File: src/rtl/rgc_pkg.sv
// Shared constants for the RNS Garner coefficient unit: default sizes,
// result field widths and error codes. No dependencies.
package rgc_pkg;

   localparam int MAX_MODULI    = 64;
   localparam int MODULUS_WIDTH = 16;

   localparam int POS_WIDTH = 6;
   localparam int ERR_WIDTH = 2;

   localparam logic [ERR_WIDTH-1:0] ERR_OK         = 2'd0;
   localparam logic [ERR_WIDTH-1:0] ERR_NO_INVERSE = 2'd1;
   localparam logic [ERR_WIDTH-1:0] ERR_STORE_FULL = 2'd2;

endpackage

File: src/rtl/rgc_req_if.sv
// Request channel of the RNS Garner coefficient unit: valid/ready plus one modulus.
// Depends on rgc_pkg for the default modulus width.
interface rgc_req_if #(
   parameter int MODULUS_WIDTH = rgc_pkg::MODULUS_WIDTH
) ();
   logic                     valid;
   logic                     ready;
   logic [MODULUS_WIDTH-1:0] modulus;
   logic                     start_req;

   modport source (output valid, output modulus, output start_req, input ready);
   modport sink   (input valid, input modulus, input start_req, output ready);
endinterface

File: src/rtl/rgc_rsp_if.sv
// Response channel of the RNS Garner coefficient unit: valid/ready plus one result.
// Depends on rgc_pkg for field widths.
interface rgc_rsp_if #(
   parameter int MODULUS_WIDTH = rgc_pkg::MODULUS_WIDTH
) ();
   logic                           valid;
   logic                           ready;
   logic [MODULUS_WIDTH-1:0]       reciprocal;
   logic [rgc_pkg::POS_WIDTH-1:0]  position;
   logic [rgc_pkg::ERR_WIDTH-1:0]  error;

   modport source (output valid, output reciprocal, output position, output error,
                   input ready);
   modport sink   (input valid, input reciprocal, input position, input error,
                   output ready);
endinterface

File: src/rtl/rgc_ram.sv
// Generic single-write, single-read RAM with registered read data.
// No dependencies.
module rgc_ram #(
   parameter int DATA_WIDTH = 16,
   parameter int DEPTH      = 64
) (
   input  logic                          clock,
   input  logic                          wr_en,
   input  logic [$clog2(DEPTH)-1:0]      wr_addr,
   input  logic [DATA_WIDTH-1:0]         wr_data,
   input  logic [$clog2(DEPTH)-1:0]      rd_addr,
   output logic [DATA_WIDTH-1:0]         rd_data
);

   logic [DATA_WIDTH-1:0] mem [DEPTH];
   logic [DATA_WIDTH-1:0] rd_data_ff;

   always_ff @(posedge clock) begin
      if (wr_en) begin
         mem[wr_addr] <= wr_data;
      end
      rd_data_ff <= mem[rd_addr];
   end

   assign rd_data = rd_data_ff;

endmodule

File: src/rtl/rns_garner_coefficients_top.sv
// Top level of the RNS Garner coefficient unit: sequencer, shared divider and multiplier.
// Depends on rgc_pkg, rgc_req_if, rgc_rsp_if and rgc_ram.

// Moduli of a residue number system arrive one transaction at a time on the
// request channel and are kept in an on-chip modulus store of MAX_MODULI
// entries. For the k-th modulus p of the current system the unit returns the
// mixed-radix coefficient (p_0 * ... * p_{k-1})^-1 mod p together with k as
// its position. A request with start_req set empties the store first, so its
// modulus becomes position 0, which always returns 0 with no error. A zero
// modulus at a later position, or a product that shares a factor with p,
// returns 0 with the no-inverse error; the modulus is still stored. When the
// store is full the modulus is dropped and the result carries position 0 and
// the store-full error. One transaction is in work at a time: the request
// side is ready only while the sequencer is idle, but a finished result sits
// in an output register, so the next request is taken while it waits. With
// W = MODULUS_WIDTH: position 0, a full store and a zero modulus go from
// idle straight to the done state. Position k folds the stored moduli into
// the product one by one, then runs extended Euclid steps (at most about
// 1.5*W steps), then finishes with a final remainder check, sign fix, range
// check and hand-off. Both phases run on one restoring divider that retires
// one quotient bit per cycle (2W steps to reduce a product, W steps per
// Euclid quotient) and one multiplier.
module rns_garner_coefficients_top #(
   parameter int MAX_MODULI    = rgc_pkg::MAX_MODULI
) (
   input  logic      clock,
   input  logic      reset,
   rgc_req_if.sink   req_chan,
   rgc_rsp_if.source rsp_chan
);

   localparam int W          = rgc_pkg::MODULUS_WIDTH;
   localparam int AddrWidth  = $clog2(MAX_MODULI);
   localparam int CountWidth = $clog2(MAX_MODULI + 1);
   localparam int DivWidth   = 2 * W;            // dividend width of the shared divider
   localparam int StepWidth  = $clog2(DivWidth + 1);
   localparam int TWidth     = W + 2;            // signed Bezout coefficient, |t| <= p
   localparam int ProdWidth  = W + 1 + TWidth;   // multiplier result width
   localparam int PosWidth   = rgc_pkg::POS_WIDTH;
   localparam int ErrWidth   = rgc_pkg::ERR_WIDTH;

   // Sequencer states
   localparam logic [3:0] S_IDLE  = 4'd0;
   localparam logic [3:0] S_READ  = 4'd1;
   localparam logic [3:0] S_MUL   = 4'd2;
   localparam logic [3:0] S_RLOAD = 4'd3;
   localparam logic [3:0] S_DIV   = 4'd4;
   localparam logic [3:0] S_RDONE = 4'd5;
   localparam logic [3:0] S_EUCHK = 4'd6;
   localparam logic [3:0] S_EUMUL = 4'd7;
   localparam logic [3:0] S_EUUPD = 4'd8;
   localparam logic [3:0] S_FIN1  = 4'd9;
   localparam logic [3:0] S_FIN2  = 4'd10;
   localparam logic [3:0] S_DONE  = 4'd11;

   // ------------------------------------------------------------------
   // Registers
   // ------------------------------------------------------------------
   logic [3:0]                state_ff,  state_in;
   logic [CountWidth-1:0]     count_ff,  count_in;   // moduli held in the store
   logic [CountWidth-1:0]     k_ff,      k_in;       // position of the current modulus
   logic [W-1:0]              p_ff,      p_in;       // current modulus
   logic [CountWidth-1:0]     idx_ff,    idx_in;     // store entry being folded in
   logic [W-1:0]              prod_ff,   prod_in;    // running product mod p
   logic signed [ProdWidth-1:0] mult_ff, mult_in;
   logic [DivWidth-1:0]       dq_ff,     dq_in;      // dividend shifting out, quotient in
   logic [W-1:0]              rem_ff,    rem_in;
   logic [StepWidth-1:0]      dcnt_ff,   dcnt_in;
   logic                      phase_ff,  phase_in;   // 1: divider serves Euclid
   logic [W-1:0]              r0_ff,     r0_in;
   logic [W-1:0]              r1_ff,     r1_in;
   logic signed [TWidth-1:0]  t0_ff,     t0_in;
   logic signed [TWidth-1:0]  t1_ff,     t1_in;
   logic [W-1:0]              res_recip_ff, res_recip_in;
   logic [ErrWidth-1:0]       res_err_ff,   res_err_in;
   logic                      out_valid_ff, out_valid_in;
   logic [W-1:0]              out_recip_ff, out_recip_in;
   logic [PosWidth-1:0]       out_pos_ff,   out_pos_in;
   logic [ErrWidth-1:0]       out_err_ff,   out_err_in;

   // ------------------------------------------------------------------
   // Modulus store
   // ------------------------------------------------------------------
   logic                  wr_en;
   logic [AddrWidth-1:0]  wr_addr;
   logic [W-1:0]          rd_data;
   logic                  req_accept;
   logic [CountWidth-1:0] k_new;
   logic                  store_full;

   assign req_accept = req_chan.valid && req_chan.ready;
   // start_req empties the store before this modulus is taken
   assign k_new      = req_chan.start_req ? '0 : count_ff;
   assign store_full = (k_new >= CountWidth'(MAX_MODULI));
   // write the new modulus right away: only entries below it are read later
   assign wr_en      = req_accept && !store_full;
   assign wr_addr    = k_new[AddrWidth-1:0];

   rgc_ram #(
      .DATA_WIDTH (W),
      .DEPTH      (MAX_MODULI)
   ) u_store (
      .clock   (clock),
      .wr_en   (wr_en),
      .wr_addr (wr_addr),
      .wr_data (req_chan.modulus),
      .rd_addr (idx_ff[AddrWidth-1:0]),
      .rd_data (rd_data)
   );

   // ------------------------------------------------------------------
   // Shared restoring divider: one quotient bit per cycle
   // ------------------------------------------------------------------
   logic [W-1:0] divisor;
   logic [W:0]   div_shift;
   logic [W:0]   div_diff;
   logic         div_ge;
   logic [W-1:0] rem_step;

   assign divisor   = phase_ff ? r1_ff : p_ff;
   assign div_shift = {rem_ff, dq_ff[DivWidth-1]};
   assign div_diff  = div_shift - {1'b0, divisor};
   assign div_ge    = (div_shift >= {1'b0, divisor});
   assign rem_step  = div_ge ? div_diff[W-1:0] : div_shift[W-1:0];

   // ------------------------------------------------------------------
   // Shared multiplier: product * stored modulus, or quotient * t1
   // ------------------------------------------------------------------
   logic signed [W:0]        mul_a;
   logic signed [TWidth-1:0] mul_b;

   assign mul_a   = (state_ff == S_MUL) ? $signed({1'b0, rd_data})
                                        : $signed({1'b0, dq_ff[W-1:0]});
   assign mul_b   = (state_ff == S_MUL) ? $signed({2'b00, prod_ff}) : t1_ff;
   assign mult_in = ProdWidth'(mul_a) * ProdWidth'(mul_b);

   logic                     last_factor;
   logic signed [TWidth-1:0] p_signed;
   logic                     out_free;

   assign last_factor = ((idx_ff + CountWidth'(1)) == k_ff);
   assign p_signed    = $signed({2'b00, p_ff});
   assign out_free    = !out_valid_ff || rsp_chan.ready;

   // ------------------------------------------------------------------
   // Sequencer
   // ------------------------------------------------------------------
   always_comb begin
      state_in     = state_ff;
      count_in     = count_ff;
      k_in         = k_ff;
      p_in         = p_ff;
      idx_in       = idx_ff;
      prod_in      = prod_ff;
      dq_in        = dq_ff;
      rem_in       = rem_ff;
      dcnt_in      = dcnt_ff;
      phase_in     = phase_ff;
      r0_in        = r0_ff;
      r1_in        = r1_ff;
      t0_in        = t0_ff;
      t1_in        = t1_ff;
      res_recip_in = res_recip_ff;
      res_err_in   = res_err_ff;

      unique case (state_ff)
         S_IDLE: begin
            if (req_accept) begin
               p_in         = req_chan.modulus;
               k_in         = k_new;
               idx_in       = '0;
               prod_in      = W'(1);
               res_recip_in = '0;
               res_err_in   = rgc_pkg::ERR_OK;
               if (store_full) begin
                  // drop the modulus, report position 0
                  k_in       = '0;
                  res_err_in = rgc_pkg::ERR_STORE_FULL;
                  state_in   = S_DONE;
               end else begin
                  count_in = k_new + CountWidth'(1);
                  if (k_new == '0) begin
                     state_in = S_DONE;
                  end else if (req_chan.modulus == '0) begin
                     res_err_in = rgc_pkg::ERR_NO_INVERSE;
                     state_in   = S_DONE;
                  end else begin
                     state_in = S_READ;
                  end
               end
            end
         end
         S_READ: begin
            // store read address is idx; data shows up next cycle
            state_in = S_MUL;
         end
         S_MUL: begin
            state_in = S_RLOAD;
         end
         S_RLOAD: begin
            dq_in    = mult_ff[DivWidth-1:0];
            rem_in   = '0;
            dcnt_in  = StepWidth'(DivWidth);
            phase_in = 1'b0;
            state_in = S_DIV;
         end
         S_DIV: begin
            dq_in   = {dq_ff[DivWidth-2:0], div_ge};
            rem_in  = rem_step;
            dcnt_in = dcnt_ff - StepWidth'(1);
            if (dcnt_ff == StepWidth'(1)) begin
               state_in = phase_ff ? S_EUMUL : S_RDONE;
            end
         end
         S_RDONE: begin
            prod_in = rem_ff;
            if (last_factor) begin
               // begin extended Euclid on (p, product)
               r0_in    = p_ff;
               r1_in    = rem_ff;
               t0_in    = '0;
               t1_in    = TWidth'(1);
               state_in = S_EUCHK;
            end else begin
               idx_in   = idx_ff + CountWidth'(1);
               state_in = S_READ;
            end
         end
         S_EUCHK: begin
            if (r1_ff == '0) begin
               if (r0_ff == W'(1)) begin
                  state_in = S_FIN1;
               end else begin
                  res_err_in = rgc_pkg::ERR_NO_INVERSE;
                  state_in   = S_DONE;
               end
            end else begin
               dq_in    = {r0_ff, {W{1'b0}}};
               rem_in   = '0;
               dcnt_in  = StepWidth'(W);
               phase_in = 1'b1;
               state_in = S_DIV;
            end
         end
         S_EUMUL: begin
            // quotient sits in dq low half; multiplier forms q * t1 this cycle
            r0_in    = r1_ff;
            r1_in    = rem_ff;
            state_in = S_EUUPD;
         end
         S_EUUPD: begin
            t0_in    = t1_ff;
            t1_in    = t0_ff - $signed(mult_ff[TWidth-1:0]);
            state_in = S_EUCHK;
         end
         S_FIN1: begin
            if (t0_ff < 0) begin
               t0_in = t0_ff + p_signed;
            end
            state_in = S_FIN2;
         end
         S_FIN2: begin
            res_recip_in = (t0_ff >= p_signed) ? '0 : t0_ff[W-1:0];
            res_err_in   = rgc_pkg::ERR_OK;
            state_in     = S_DONE;
         end
         S_DONE: begin
            // hold until the output register can take the result
            if (out_free) begin
               state_in = S_IDLE;
            end
         end
         default: begin
            state_in = S_IDLE;
         end
      endcase
   end

   // ------------------------------------------------------------------
   // Output register: parts the response side from the sequencer
   // ------------------------------------------------------------------
   always_comb begin
      out_valid_in = out_valid_ff;
      out_recip_in = out_recip_ff;
      out_pos_in   = out_pos_ff;
      out_err_in   = out_err_ff;
      if (out_valid_ff && rsp_chan.ready) begin
         out_valid_in = 1'b0;
      end
      if ((state_ff == S_DONE) && out_free) begin
         out_valid_in = 1'b1;
         out_recip_in = res_recip_ff;
         out_pos_in   = PosWidth'(k_ff);
         out_err_in   = res_err_ff;
      end
   end

   always_ff @(posedge clock) begin
      if (reset) begin
         state_ff     <= S_IDLE;
         count_ff     <= '0;
         out_valid_ff <= 1'b0;
      end else begin
         state_ff     <= state_in;
         count_ff     <= count_in;
         out_valid_ff <= out_valid_in;
      end
      k_ff         <= k_in;
      p_ff         <= p_in;
      idx_ff       <= idx_in;
      prod_ff      <= prod_in;
      mult_ff      <= mult_in;
      dq_ff        <= dq_in;
      rem_ff       <= rem_in;
      dcnt_ff      <= dcnt_in;
      phase_ff     <= phase_in;
      r0_ff        <= r0_in;
      r1_ff        <= r1_in;
      t0_ff        <= t0_in;
      t1_ff        <= t1_in;
      res_recip_ff <= res_recip_in;
      res_err_ff   <= res_err_in;
      out_recip_ff <= out_recip_in;
      out_pos_ff   <= out_pos_in;
      out_err_ff   <= out_err_in;
   end

   assign req_chan.ready      = (state_ff == S_IDLE);
   assign rsp_chan.valid      = out_valid_ff;
   assign rsp_chan.reciprocal = out_recip_ff;
   assign rsp_chan.position   = out_pos_ff;
   assign rsp_chan.error      = out_err_ff;

   // ------------------------------------------------------------------
   // Assertions
   // ------------------------------------------------------------------
   a_divisor_nonzero: assert property (@(posedge clock) disable iff (reset)
      (state_ff == S_DIV) |-> (divisor != '0))
      else $error("divider running with a zero divisor");

   a_count_bound: assert property (@(posedge clock) disable iff (reset)
      count_ff <= CountWidth'(MAX_MODULI))
      else $error("modulus count beyond store depth");

   a_start_count: assert property (@(posedge clock) disable iff (reset)
      (req_accept && req_chan.start_req) |=> (count_ff == CountWidth'(1)))
      else $error("new system did not restart the modulus count");

   a_error_zero: assert property (@(posedge clock) disable iff (reset)
      (out_valid_ff && (out_err_ff != rgc_pkg::ERR_OK)) |-> (out_recip_ff == '0))
      else $error("error result carries a nonzero reciprocal");

endmodule

File: src/flat_wrapper.sv
// flat-port wrapper written by rule: the top's interface ports become plain ports
module rns_garner_coefficients_top_flat 
#(
   parameter int MAX_MODULI    = rgc_pkg::MAX_MODULI
)
  (clock, reset, req_chan_valid, req_chan_modulus, req_chan_start_req, req_chan_ready, rsp_chan_valid, rsp_chan_reciprocal, rsp_chan_position, rsp_chan_error, rsp_chan_ready);
  rgc_req_if req_chan_i ();
  rgc_rsp_if rsp_chan_i ();
  input  logic clock;
  input  logic reset;
  input wire logic [$bits(req_chan_i.valid)-1:0] req_chan_valid;
  input wire logic [$bits(req_chan_i.modulus)-1:0] req_chan_modulus;
  input wire logic [$bits(req_chan_i.start_req)-1:0] req_chan_start_req;
  output wire logic [$bits(req_chan_i.ready)-1:0] req_chan_ready;
  output wire logic [$bits(rsp_chan_i.valid)-1:0] rsp_chan_valid;
  output wire logic [$bits(rsp_chan_i.reciprocal)-1:0] rsp_chan_reciprocal;
  output wire logic [$bits(rsp_chan_i.position)-1:0] rsp_chan_position;
  output wire logic [$bits(rsp_chan_i.error)-1:0] rsp_chan_error;
  input wire logic [$bits(rsp_chan_i.ready)-1:0] rsp_chan_ready;
  assign req_chan_i.valid = req_chan_valid;
  assign req_chan_i.modulus = req_chan_modulus;
  assign req_chan_i.start_req = req_chan_start_req;
  assign req_chan_ready = req_chan_i.ready;
  assign rsp_chan_valid = rsp_chan_i.valid;
  assign rsp_chan_reciprocal = rsp_chan_i.reciprocal;
  assign rsp_chan_position = rsp_chan_i.position;
  assign rsp_chan_error = rsp_chan_i.error;
  assign rsp_chan_i.ready = rsp_chan_ready;
  rns_garner_coefficients_top #(.MAX_MODULI(MAX_MODULI)) u_core (.clock(clock), .reset(reset), .req_chan(req_chan_i), .rsp_chan(rsp_chan_i));
endmodule
File: config.mk
export PLATFORM = sky130hd
export DESIGN_NAME = rns_garner_coefficients_top_flat
export DESIGN_NICKNAME = d
export VERILOG_FILES = /design/src/rtl/rgc_pkg.sv /design/src/rtl/rgc_req_if.sv /design/src/rtl/rgc_rsp_if.sv /design/src/rtl/rgc_ram.sv /design/src/rtl/rns_garner_coefficients_top.sv /design/src/flat_wrapper.sv
export SDC_FILE = /design/constraint.sdc
export NUM_CORES = 2
export LEC_CHECK = 0
export BUFFER_PORTS_ARGS = -buffer_cell sky130_fd_sc_hd__buf_2
export CORE_AREA = 2 2 341 343
export CTS_CLUSTER_DIAMETER = 40
export CTS_CLUSTER_SIZE = 8
export DETAILED_ROUTE_END_ITERATION = 8
export DIE_AREA = 0 0 343 345
export PLACE_DENSITY = 0.79
export SETUP_SLACK_MARGIN = 0.2
export SLEW_MARGIN = 0
export SYNTH_ARGS = -nofsm -noshare
export SYNTH_HDL_FRONTEND = slang
export SYNTH_SLANG_ARGS = --single-unit
File: constraint.sdc
create_clock -name clock -period 10.7 [get_ports clock]
set_input_delay 2.14 -clock clock [delete_from_list [all_inputs] [get_ports clock]]
set_output_delay 2.14 -clock clock [all_outputs]
set_load 0.1 [all_outputs]
# == Word level (Yosys, flattened, before mapping) ==
# Memories as Yosys holds them, arrays and structs flattened. A register that Yosys moved wholly into a read port is not among the register bits.
# Index checks and enable logic that the tools add are counted.
# totals
reg_bits,255
ram_bits,1024
n_memories,1
output_inout_bits,26
# classes
mux,52
mul,1
n_reduce_logical,32
eq_ne,23
bitwise,1
n_lt_le_gt_ge,4
n_addsub,6
# mem_list
name,depth,word_bits,rd,rd_clocked_by_memory_dff,write_ports,line_no,source
u_core.u_store.mem,64,16,1,1,1,rgc_ram.sv:15,logic [DATA_WIDTH-1:0] mem [DEPTH];
# ops
operator,count
$mux W16,9
$pmux W16 S2,4
$pmux W32 S3,1
$mux W18,4
$pmux W18 S3,1
$pmux W16 S3,1
$pmux W4 S12,1
$pmux W18 S2,1
$logic_not A16 Y1,2
$mul A17 B18 Y32,1
$mux W32,1
$mux W4,7
$mux W7,3
$add A18 B17 Y18,1
$ge A18 B17 Y1,1
$lt A18 B1 Y1 const B,1
$pmux W6 S3,1
$sub A18 B18 Y18,1
$ge A17 B16 Y1,1
$eq A16 B1 Y1 const B,1
$eq A4 B3 Y1 const B,4
$eq A4 B4 Y1 const B,4
$sub A16 B16 Y16,1
$add A7 B1 Y7 const B,2
26 further kinds,65

# == Depth between registers and ports, before layout ==
# logic_depth
depth_word,6
depth_mapped,26
ltp_nobuf,23

# == By module ==
# Synthesis repeated with hierarchy kept, for this count alone.
# hier_totals
hier_cells,4210
hier_area_um2,63213.1
# by_module_without_submodules
mod,cells_per_inst,area_per_inst_um2,n_inst
rgc_ram,1829,40042.2,1
rns_garner_coefficients_top,2381,23171.0,1

# == Worst setup path after synthesis ==
# OpenSTA, ideal clock, no wires.
# synth_timing
path_kind,reg2reg
from,register u_core.state_ff[0]
to,register u_core.mult_ff[31]
n_path_buf,3
synth_period_minus_slack_ns,7.154
path_stages_with_launch,26
path_slack_ns,3.546
arrival_ns,7.020
cell_sequence,dfxtp_1 -> clkbuf_1 -> nor4b_2 -> buf_2 -> buf_1 -> mux2i_1 -> nor2_1 -> fa_1 -> inv_1 -> fa_1 -> fa_1 -> fa_1 -> inv_1 -> fa_1 -> inv_1 -> fa_1 -> inv_1 -> ha_1 -> nor3_1 -> nand3b_1 -> a2bb2oi_1 -> nand4_1 -> a211o_1 -> and3_1 -> o21a_1 -> or4_1
# synth_via
elab_chain_cells,3
# synth_lines
item,line_no,source
from (decl),rns_garner_coefficients_top.sv:59,"logic [3:0] state_ff, state_in;"
from (signal assigned),rns_garner_coefficients_top.sv:304,state_ff <= state_in;
$eq A4 B2 Y1 (*),"rns_garner_coefficients_top.sv:132, rns_garner_coefficients_top.sv:134",
$mux W16 or $mux W18 (tied branches),"rns_garner_coefficients_top.sv:132, rns_garner_coefficients_top.sv:134",
$mul A17 B18 Y32 (*),rns_garner_coefficients_top.sv:135,assign mult_in = ProdWidth'(mul_a) * ProdWidth'(mul_b);
named net u_core.mult_in[31],rns_garner_coefficients_top.sv:65,"logic signed [ProdWidth-1:0] mult_ff, mult_in;"
to (signal assigned),rns_garner_coefficients_top.sv:312,mult_ff <= mult_in;
to (decl),rns_garner_coefficients_top.sv:65,
# Mark *: on every way through the listed nets, which the timed path passes. The rest lies on a longest branch.
# A chain may end at the register's enable or synchronous reset.

# == Worst setup path in the final report ==
# layout_timing
from,register u_core.state_ff[1]
to,register u_core.mult_ff[31]
# Same word-level chain as after synthesis.

==> metrics.txt <==
Total Wirelength=between 150 and 200 mm; Max-Cap Viols=0; FFs w/ async S/R, synth=0; wire per inst=28.3 um; Setup Skew=between 90 and 100 ps; reg-to-reg endpoint=u_core.mult_ff[31]$_DFF_P_; fraction of layout cells with a size suffix above 1=0.188; Vias/cell=between 6 and 7; yosys warns=0; row cnt=~130; IO buf count=46; Netlist cell types=75; status=finished, final reports clean; root buf cell=clkbuf_16; area grow syn2layout=12.6%; Slew Viols, Final=0; All-Layer GR Usage=0.276; drt pass-1 iters=6; RSZ-0062 raised after global routing=no; Post-synth EDFFs=between 1000 and 1500; CTS tree=yes; clock tree buffer depth=3; clock-pin slew on the worst setup and hold paths=about 50 ps; Initial Util=0.545; Ports=47; Critical R2R Launch=u_core.state_ff[1]$_SDFFE_PP0P_; DP HPWL=97.9 mm; WP data required=around 11000 ps; Die X=~340 um; r2r setup slk=approximately 2100 ps; Post-Synthesis Cell Area=~63000 um^2; Final Cycle Share=0.801; clock latency on the worst-skew pair=between 800 and 900 ps; first-pass GRT wire length=239 mm; CORE AREA=roughly 120000 um^2; Fmax=between 0.1 and 0.15 GHz; Sum Neg Setup Slack=0 ps; Setup Fix Bufs, Post-CTS=0; ANT nets after route=0; fin area=about 71000 um^2; Hold Crit Depth=0; hold buffer count at CTS=0; Hold Vio Cnt, Final=0; post-synthesis sequential area ratio=0.610; synthesized net count=4355; CP Max Fanout=between 50 and 60; post-route insts no fill=approximately 5700; overall via count from detail_route=roughly 36000; gr ovfl total=0; initial antenna violation count=4; Initial DRC Count=4478; Least-Margin Pin Slew=between 1000 and 1500 ps; Placed Instances=approximately 5400; vias in the first global route=between 30000 and 40000; final setup fails=0; Worst Setup End Kind=register; Crit Path Category=register to register; # nets final=4548; Multi-input gate area=22300 um^2; Seq cells post-synth=1295; drc violations=0; Die H=345 um; R2R depth=24; DIE AREA=about 120000 um^2; largest net degree at the start of global routing=between 100 and 150; Mapped Avg Cell Area=~16 um^2; hold worst-path end=u_core.rsp_chan.reciprocal[12]$_DFFE_PP_; CTS buffer count=190; Filler Cells Inserted=between 8000 and 9000; gp weighted congestion=just over 0.9; Post-CTS Resized=0; register area=between 30000 and 40000 um^2; Rel. slew slack=0.0893; CP arrival=approximately 9000 ps; commonest non-fill, non-tap cell in the layout=edfxtp_1; CTS sink count=about 1300; Gate Count Post-Synth=3906; Post-DP Area=roughly 65000 um^2; min-delay src=u_core.res_recip_ff[12]$_SDFFCE_PP0P_; worst min path class=register to register; Tmin final=8570 ps; commonest cells after routing, fill and taps aside=edfxtp_1, inv_1, mux4_2; H-Tree Depth=4; Main synth FF type=edfxtp_1; Setup crit start kind=register
-- layer usage --
layer  track usage  vias up  share of wire
met1         0.355    18300           0.37
li1              -    14800              -
met4         0.113        4          0.043
met3        0.0521      391          0.084
met5             0        -        0.00017
met2         0.465     2064           0.51
-- worst max path at each step --
stage	from	to	slack (ps)	cells past startpoint
2_1_floorplan	u_core.state_ff[0]$_SDFFE_PP0P_	u_core.mult_ff[31]$_DFF_P_	3550	25
3_3_place_gp	u_core.state_ff[1]$_SDFFE_PP0P_	u_core.mult_ff[30]$_DFF_P_	2340	23
3_5_place_dp	u_core.state_ff[1]$_SDFFE_PP0P_	u_core.mult_ff[30]$_DFF_P_	2230	23
4_1_cts	u_core.state_ff[1]$_SDFFE_PP0P_	u_core.mult_ff[30]$_DFF_P_	2220	23
5_1_grt	u_core.state_ff[1]$_SDFFE_PP0P_	u_core.mult_ff[30]$_DFF_P_	1720	23
6_report	u_core.state_ff[1]$_SDFFE_PP0P_	u_core.mult_ff[31]$_DFF_P_	2130	24
-- Yosys cell counts, types with 19 or more instances --
| master | instances | area share |
|---|---|---|
| mux2_2 | 43 | 0.0077 |
| fa_1 | 276 | 0.088 |
| a21oi_1 | 58 | 0.0046 |
| xnor2_1 | 62 | 0.0087 |
| clkbuf_1 | 103 | 0.0062 |
| mux4_2 | 336 | 0.12 |
| nand2_1 | 252 | 0.015 |
| xor2_1 | 30 | 0.0042 |
| nand3_1 | 34 | 0.0027 |
| nor4_1 | 19 | 0.0019 |
| nor3_1 | 33 | 0.0026 |
| mux2i_1 | 62 | 0.0099 |
| and2_1 | 39 | 0.0039 |
| nor2b_1 | 34 | 0.0034 |
| dfxtp_1 | 60 | 0.019 |
| edfxtp_1 | 1235 | 0.59 |
| buf_2 | 25 | 0.0020 |
| buf_1 | 20 | 0.0012 |
| inv_1 | 419 | 0.025 |
| ha_1 | 152 | 0.030 |
| o21ai_0 | 75 | 0.0060 |
| nor2_1 | 309 | 0.018 |
-- metrics by stage --
step / worst slack (ps) / util / hold WS [ps]
floorplan: 3550 / - / 400
global placement: 2340 / 0.566 / 400
detailed placement: 2230 / 0.566 / 405
CTS: 2220 / 0.614 / 424
global route: 1720 / 0.614 / 428
finish: 2130 / 0.614 / 422
-- kinds of logic after synthesis --
kind of cell,count (synthesis),synth area share
fa+ha+maj,428,0.118
mux,442,0.138
compound gates,282,0.0290
xor+xnor,93,0.0132
buf+inv,571,0.0347
simple gates,794,0.0563
other cells,1,0.0000598
flops,1295,0.610
-- sequential cells by signal, summed over array words and instances, names as in the netlist, 18 cells and up --
register,cells
u_core.mult_ff,32
u_core.dq_ff,32
u_core.t0_ff,18
u_core.t1_ff,18
u_core.u_store.mem,1024
-- layout make-up --
type / count / share of cell area
diodes: 2 / 0.0000708
clock buffers: 231 / 0.0700
clock inverters: 32 / 0.00770
inverters: 423 / 0.0225
multi-input cells: 2040 / 0.316
flip-flops and latches: 1295 / 0.542
well taps: 1524 / 0.0270
repair buffers: 149 / 0.0147
-- critical path, cell delays in order (launching register included) --
cell and delay [ps]:
dfxtp_1 310, buf_4 380, nor4b_4 270, buf_4 720, mux2i_1 960, nor2_1 150, fa_1 570, inv_1 50
fa_1 550, fa_1 450, fa_1 550, inv_1 60, fa_1 470, inv_1 50, fa_1 420, inv_1 70
ha_1 270, nor3_1 110, nand3b_1 100, a2bb2oi_1 450, nand4_1 270, a211o_1 360, and3_1 190, o21a_1 190
or4_1 500
Power is not shown: default switching activity piles up to over one toggle a cycle in this logic, so the estimate is an artifact.
